File: config.mk
export PLATFORM = sky130hd
export DESIGN_NAME = fraction_reduce_gcd_unit
export DESIGN_NICKNAME = d
export VERILOG_FILES = /design/src/sv/frgcd_pkg.sv /design/src/sv/frgcd_div.sv /design/src/sv/fraction_reduce_gcd_unit.sv
export SDC_FILE = /design/constraint.sdc
export NUM_CORES = 1
export LEC_CHECK = 0
export BUFFER_PORTS_ARGS = -buffer_cell sky130_fd_sc_hd__clkbuf_2
export CORE_MARGIN = 10
export CORE_UTILIZATION = 45
export DETAILED_ROUTE_END_ITERATION = 16
export PLACE_DENSITY = 0.65
export SYNTH_ARGS = -nofsm -noshare
export SYNTH_HDL_FRONTEND = slang
export SYNTH_HIERARCHICAL = 1
export SYNTH_SLANG_ARGS = --single-unit
File: constraint.sdc
create_clock -name clk -period 6.43 [get_ports clk]
set_clock_uncertainty 0.1 [all_clocks]
set_input_delay 0.9645 -clock clk [delete_from_list [all_inputs] [get_ports clk]]
set_output_delay 0.9645 -clock clk [all_outputs]
set_load 0.005 [all_outputs]
File: src/sv/frgcd_pkg.sv
package frgcd_pkg;

  // default operand width
  localparam int DATA_WIDTH_DEF = 32;

  // sequencer states
  typedef enum logic [2:0] {
    ST_IDLE,
    ST_EUCLID,
    ST_REM,
    ST_CHECK,
    ST_QNUM,
    ST_QDEN,
    ST_FINISH
  } state_t;

  // divider status toward the sequencer
  typedef struct packed {
    logic busy;
    logic done;
  } div_stat_t;

endpackage

File: src/sv/frgcd_div.sv
module frgcd_div #(
  parameter int DATA_WIDTH = frgcd_pkg::DATA_WIDTH_DEF
) (
  input  logic                         clk,
  input  logic                         rst,
  input  logic                         start,
  input  logic signed [DATA_WIDTH-1:0] dividend,
  input  logic signed [DATA_WIDTH-1:0] divisor,
  output frgcd_pkg::div_stat_t         stat,
  output logic signed [DATA_WIDTH-1:0] quotient,
  output logic signed [DATA_WIDTH-1:0] remainder
);

  localparam int CW = (DATA_WIDTH > 1) ? $clog2(DATA_WIDTH) : 1;

  logic            busy;
  logic            done;
  logic [CW-1:0]   count;
  logic [DATA_WIDTH-1:0] rem_acc;
  logic [DATA_WIDTH-1:0] quo_sh;
  logic [DATA_WIDTH-1:0] dvs;
  logic            neg_q;
  logic            neg_r;

  logic [DATA_WIDTH:0]   trial;
  logic [DATA_WIDTH:0]   diff;
  logic [DATA_WIDTH-1:0] mag_a;
  logic [DATA_WIDTH-1:0] mag_b;

  // magnitudes fit in DATA_WIDTH unsigned bits, most negative value included
  assign mag_a = dividend[DATA_WIDTH-1] ? (~dividend + 1'b1) : dividend;
  assign mag_b = divisor[DATA_WIDTH-1] ? (~divisor + 1'b1) : divisor;

  // one restoring step per cycle
  assign trial = {rem_acc, quo_sh[DATA_WIDTH-1]};
  assign diff  = trial - {1'b0, dvs};

  always_ff @(posedge clk) begin
    if (rst) begin
      busy  <= 1'b0;
      done  <= 1'b0;
      count <= '0;
    end else begin
      done <= 1'b0;
      if (start) begin
        busy  <= 1'b1;
        count <= CW'(DATA_WIDTH - 1);
      end else if (busy) begin
        count <= count - 1'b1;
        if (count == '0) begin
          busy <= 1'b0;
          done <= 1'b1;
        end
      end
    end
  end

  always_ff @(posedge clk) begin
    if (start) begin
      rem_acc <= '0;
      quo_sh  <= mag_a;
      dvs     <= mag_b;
      neg_q   <= dividend[DATA_WIDTH-1] ^ divisor[DATA_WIDTH-1];
      neg_r   <= dividend[DATA_WIDTH-1];
    end else if (busy) begin
      if (!diff[DATA_WIDTH]) begin
        rem_acc <= diff[DATA_WIDTH-1:0];
        quo_sh  <= {quo_sh[DATA_WIDTH-2:0], 1'b1};
      end else begin
        rem_acc <= trial[DATA_WIDTH-1:0];
        quo_sh  <= {quo_sh[DATA_WIDTH-2:0], 1'b0};
      end
    end
  end

  // truncating signs: quotient by sign xor, remainder follows dividend
  assign quotient  = neg_q ? (~quo_sh + 1'b1) : quo_sh;
  assign remainder = neg_r ? (~rem_acc + 1'b1) : rem_acc;

  assign stat.busy = busy;
  assign stat.done = done;

endmodule

File: src/sv/fraction_reduce_gcd_unit.sv
// channel | signals                                              | direction
// --------+------------------------------------------------------+----------
// in      | in_valid, in_stall, numerator_in, denominator_in     | consumer
// out     | out_valid, out_stall, numerator_out, denominator_out,| producer
//         | common_divisor, error_flag                           |
//
// every euclid remainder and both final quotients run through the one radix-2 divider,
//   so a new item is taken only once the last one has been handed over
// in_stall is low only while the sequencer is idle
// a finished item waits in the output register; the next item is taken meanwhile
// rst is synchronous, active high, and clears sequencer and valid state
module fraction_reduce_gcd_unit #(
  parameter int DATA_WIDTH = frgcd_pkg::DATA_WIDTH_DEF
) (
  input  logic                         clk,
  input  logic                         rst,
  input  logic                         in_valid,
  output logic                         in_stall,
  input  logic signed [DATA_WIDTH-1:0] numerator_in,
  input  logic signed [DATA_WIDTH-1:0] denominator_in,
  output logic                         out_valid,
  input  logic                         out_stall,
  output logic signed [DATA_WIDTH-1:0] numerator_out,
  output logic signed [DATA_WIDTH-1:0] denominator_out,
  output logic signed [DATA_WIDTH-1:0] common_divisor,
  output logic                         error_flag
);

  localparam logic [DATA_WIDTH-1:0] MIN_VAL = {1'b1, {(DATA_WIDTH-1){1'b0}}};
  localparam logic [DATA_WIDTH-1:0] NEG_ONE = '1;

  frgcd_pkg::state_t state;
  frgcd_pkg::state_t state_next;

  // item registers
  logic signed [DATA_WIDTH-1:0] num;
  logic signed [DATA_WIDTH-1:0] den;
  logic signed [DATA_WIDTH-1:0] x;
  logic signed [DATA_WIDTH-1:0] y;
  logic signed [DATA_WIDTH-1:0] qn;
  logic signed [DATA_WIDTH-1:0] qd;
  logic                         err;

  // sequencer strobes
  logic load_in;
  logic step_xy;
  logic cap_qn;
  logic cap_qd;
  logic set_err;
  logic load_out;

  // shared divider
  logic                         div_start;
  logic signed [DATA_WIDTH-1:0] div_a;
  logic signed [DATA_WIDTH-1:0] div_b;
  logic signed [DATA_WIDTH-1:0] div_q;
  logic signed [DATA_WIDTH-1:0] div_r;
  frgcd_pkg::div_stat_t         div_stat;

  frgcd_div #(
    .DATA_WIDTH(DATA_WIDTH)
  ) u_div (
    .clk      (clk),
    .rst      (rst),
    .start    (div_start),
    .dividend (div_a),
    .divisor  (div_b),
    .stat     (div_stat),
    .quotient (div_q),
    .remainder(div_r)
  );

  assign in_stall = (state != frgcd_pkg::ST_IDLE);

  always_ff @(posedge clk) begin
    if (rst) begin
      state <= frgcd_pkg::ST_IDLE;
    end else begin
      state <= state_next;
    end
  end

  always_comb begin
    state_next = state;
    load_in    = 1'b0;
    step_xy    = 1'b0;
    cap_qn     = 1'b0;
    cap_qd     = 1'b0;
    set_err    = 1'b0;
    load_out   = 1'b0;
    div_start  = 1'b0;
    div_a      = x;
    div_b      = y;
    case (state)
      frgcd_pkg::ST_IDLE: begin
        if (in_valid) begin
          load_in    = 1'b1;
          state_next = frgcd_pkg::ST_EUCLID;
        end
      end
      frgcd_pkg::ST_EUCLID: begin
        // loop ends when the remainder reaches zero
        if (y == '0) begin
          state_next = frgcd_pkg::ST_CHECK;
        end else if (x == MIN_VAL && y == NEG_ONE) begin
          // remainder of most negative by minus one overflows
          set_err    = 1'b1;
          state_next = frgcd_pkg::ST_FINISH;
        end else begin
          div_start  = 1'b1;
          state_next = frgcd_pkg::ST_REM;
        end
      end
      frgcd_pkg::ST_REM: begin
        if (div_stat.done) begin
          step_xy    = 1'b1;
          state_next = frgcd_pkg::ST_EUCLID;
        end
      end
      frgcd_pkg::ST_CHECK: begin
        // zero divisor, or a quotient of most negative by minus one
        if (x == '0 || (x == NEG_ONE && (num == MIN_VAL || den == MIN_VAL))) begin
          set_err    = 1'b1;
          state_next = frgcd_pkg::ST_FINISH;
        end else begin
          div_start  = 1'b1;
          div_a      = num;
          div_b      = x;
          state_next = frgcd_pkg::ST_QNUM;
        end
      end
      frgcd_pkg::ST_QNUM: begin
        div_a = den;
        div_b = x;
        if (div_stat.done) begin
          cap_qn     = 1'b1;
          div_start  = 1'b1;
          state_next = frgcd_pkg::ST_QDEN;
        end
      end
      frgcd_pkg::ST_QDEN: begin
        if (div_stat.done) begin
          cap_qd     = 1'b1;
          state_next = frgcd_pkg::ST_FINISH;
        end
      end
      frgcd_pkg::ST_FINISH: begin
        // hand over once the output register is free or being taken
        if (!out_valid || !out_stall) begin
          load_out   = 1'b1;
          state_next = frgcd_pkg::ST_IDLE;
        end
      end
      default: begin
        state_next = frgcd_pkg::ST_IDLE;
      end
    endcase
  end

  always_ff @(posedge clk) begin
    if (load_in) begin
      num <= numerator_in;
      den <= denominator_in;
      x   <= numerator_in;
      y   <= denominator_in;
      err <= 1'b0;
    end else begin
      if (step_xy) begin
        x <= y;
        y <= div_r;
      end
      if (set_err) begin
        err <= 1'b1;
      end
    end
    if (cap_qn) begin
      qn <= div_q;
    end
    if (cap_qd) begin
      qd <= div_q;
    end
  end

  // output register
  always_ff @(posedge clk) begin
    if (rst) begin
      out_valid <= 1'b0;
    end else if (load_out) begin
      out_valid <= 1'b1;
    end else if (!out_stall) begin
      out_valid <= 1'b0;
    end
  end

  always_ff @(posedge clk) begin
    if (load_out) begin
      if (err) begin
        // error: inputs pass through, divisor reads zero
        numerator_out   <= num;
        denominator_out <= den;
        common_divisor  <= '0;
        error_flag      <= 1'b1;
      end else begin
        numerator_out   <= qn;
        denominator_out <= qd;
        common_divisor  <= x;
        error_flag      <= 1'b0;
      end
    end
  end

  a_start_idle: assert property (@(posedge clk) disable iff (rst)
    div_start |-> !div_stat.busy)
    else $error("divider started while busy");

  a_load_valid: assert property (@(posedge clk) disable iff (rst)
    load_out |=> out_valid)
    else $error("result load did not raise out_valid");

  a_err_zero: assert property (@(posedge clk) disable iff (rst)
    (out_valid && error_flag) |-> (common_divisor == '0))
    else $error("error item with nonzero divisor");

  a_accept_euclid: assert property (@(posedge clk) disable iff (rst)
    (in_valid && !in_stall) |=> (state == frgcd_pkg::ST_EUCLID))
    else $error("accepted item did not start euclid loop");

endmodule

==> run_results.csv <==
group,metric,value,unit
status,outcome,"finished, final reports clean",
timing,final-hold-violation-count,0,
timing,worst_pin_slew,1.197,ns
worst_setup_path,cp.arrival,5.89,ns
grt,grt_util_met1,29.06,%
grt,grt_max_degree,71,
worst_setup_path,crit_fanout,25,
finish,nets,1957,
timing,layout_min_cycle_time,5.685,ns
worst_setup_path,critPathTopFamily,"simple AND/OR/NAND/NOR gates",
clock_network,ctsResizeCount,0,
timing,slew_headroom,20.22,%
grt,grt-ovfl-total,0,
worst_setup_path,crit_path_frequent_cell,"or4_1",
floorplan,die_area,0.05488,mm²
detailed_routing,antenna_left,0,
power,p_leak,0.008357,µW
job,drv_cap,0,
timing,fmax,175.9,MHz
logic_synthesis,yosys_warnings,6,
placed_design,portBuffers,166,
detailed_routing,via_count,14684,
worst_setup_path,crit_path_top_delay_cell,"or4_1",
worst_setup_path,worst_setup_path_end_kind,"register",
power,ir_drop,0.1986,mV
grt,grt_busiest_layer,"met2",
floorplan,die-height,234.3,µm
floorplan,io_pins,167,
floorplan,initial_core_util,45.53,%
clock_network,post-cts-setup-buffers,0,
logic_synthesis,syn_inst,1702,
clock_network,cts_hold_buf,0,
min_path,whs_path_depth,2,
clock_network,ctsHtreeMaxLevel,2,
timing,period_share,88.42,%
detailed_routing,wl,57.65,mm
worst_setup_path,r2r.worst_path.cells,15,
grt,grt.total_usage,20.43,%
clock_network,numCtsBuffers,40,
worst_setup_path,r2r_slack,0.74,ns
min_path,min-delay-start,"u_div/rem_acc[16]$_SDFFE_PP0P_",
logic_synthesis,synthesis.area,0.02066,mm²
finish,area_growth,13.28,%
detailed_routing,routed_via_density,5.916,
worst_setup_path,r2r-end,"u_div/dvs[27]$_DFFE_PP_",
floorplan,die-width,234.3,µm
floorplan,fp.coreArea,0.04538,mm²
floorplan,fp-row-count,78,
timing,finalSetupViolCount,0,
detailed_routing,initialDrtViolationCount,1525,
detailed_routing,drc,0,
logic_synthesis,syn_avg_cell_area,12.14,µm²
timing,tns,0,ns
placed_design,place.gp.congestion,0.8992,
worst_setup_path,cp.required,6.63,ns
min_path,whs_endpoint,"u_div/rem_acc[16]$_SDFFE_PP0P_",
worst_setup_path,slowest_delay,0.54,ns
detailed_routing,wire_per_inst,23.23,µm
clock_network,clockBufferDepth,3,
grt,antenna_found_initial,1,
timing,rsz0062_at_grt,"false",
worst_setup_path,start_kind,"register",
min_path,hold_class,"reg -> reg",
clock_network,insertion_delay,0.55,ns
worst_setup_path,r2r_start,"x[3]$_DFFE_PP_",
placed_design,dpl.hpwl,43.16,mm
clock_network,clkTransAtPathRegs,0.06,ns
clock_network,cts_tree,"yes",
grt,use_met3,2.538,%
grt,grt_pass1_vias,13941,
grt,grt_pass1_wl,86.11,mm
clock_network,cts-root-buf,"clkbuf_16",
timing,finalMaxSlewViolations,0,
worst_setup_path,crit_type,"reg -> reg",
worst_setup_path,crit_buf_inv,1,
finish,drive_above_1_share,21.82,%
worst_setup_path,path_cells,"nor4_1 > nand4_1 > nor3_2 > a221oi_4 > buf_12 > nor2_8 > mux2_1 > nor3_1 > nand3_1 > or4_1 > or4_1 > or4_1 > or2_1 > o31ai_1 > xnor2_1",
grt,grtUsageMet2,32.11,%
power,power-per-cell-area,364.8,mW/mm²
clock_network,cts.sinks,399,
detailed_routing,first_pass_iters,5,
logic_synthesis,syn-num-nets,1809,
timing,whs,0.4312,ns
## power by group
part	leakage [µW]	internal, µW	total, µW	switching (µW)
clock network	0.000631	1370	2340	972
registers	0.00365	3260	3700	443
logic	0.00407	1050	2500	1440
## stage by stage
stage	cells	total power (µW)	worst slack [ns]	utilization [%]	cell area, µm²
global placement	2408	6146	0.9000	48.73	22110
CTS	2479	8528	0.8199	51.56	23400
finish	2482	8538	0.7449	51.57	23400
detailed placement	2408	6198	0.8068	48.73	22110
global route	2479	8977	0.5500	51.56	23400
floorplan	1702	5495	0.07677	-	20660
## registers in the layout, indices dropped and copies added, names as in the netlist, 3 cells and up
signal,flops
common_divisor,32
den,32
denominator_out,32
num,32
numerator_out,32
qd,32
qn,32
u_div/dvs,32
u_div/quo_sh,32
u_div/rem_acc,32
x,32
y,32
u_div/count,5
state,3
## worst max-delay path by stage
stage	from	endpoint	slack [ns]	cells after the start
5_1_grt	den[0]$_DFFE_PP_	u_div/dvs[28]$_DFFE_PP_	0.55	15
2_1_floorplan	out_stall	common_divisor[0]$_SDFFCE_PP0P_	0.08	1
4_1_cts	x[0]$_DFFE_PP_	u_div/dvs[27]$_DFFE_PP_	0.82	15
3_5_place_dp	x[0]$_DFFE_PP_	u_div/dvs[27]$_DFFE_PP_	0.81	15
6_report	x[3]$_DFFE_PP_	u_div/dvs[27]$_DFFE_PP_	0.74	15
3_3_place_gp	x[5]$_DFFE_PP_	u_div/dvs[27]$_DFFE_PP_	0.90	15
## cells in the final DEF, fill, tap and decap left out, drive strengths merged, types with 40 or more instances in the layout
master / instances
a21o: 40
a21oi: 71
clkbuf: 215
dfxtp: 44
edfxtp: 355
inv: 65
mux2: 162
nand2: 85
nor2: 100
nor2b: 40
o21ai: 83
o31ai: 44
xnor2: 102
xor2: 42
## final cells by class
cell class,count,area [µm²]
clock buffers,49,1056
flip-flops and latches,399,11540
diodes,3,7.507
repair buffers,188,1008
inverters,64,240.2
fillers,3913,21980
clock inverters,22,227.7
multi-input cells,1157,8569
well taps,600,750.7
## worst register-to-register path: stages, from the launching register on
cell      delay (ns)
edfxtp_1        0.52
nor4_1          0.40
nand4_1         0.21
nor3_2          0.48
a221oi_4        0.23
buf_12          0.24
nor2_8          0.24
mux2_1          0.40
nor3_1          0.29
nand3_1         0.15
or4_1           0.44
or4_1           0.47
or4_1           0.54
or2_1           0.34
o31ai_1         0.29
xnor2_1         0.09
## metal layers
metal,wire length [µm],vias to the layer above
li1,-,6788
met1,25270,7190
met2,26570,632
met3,4413,74
met4,1399,0
met5,0,-
(Power assumes the default switching activity.)
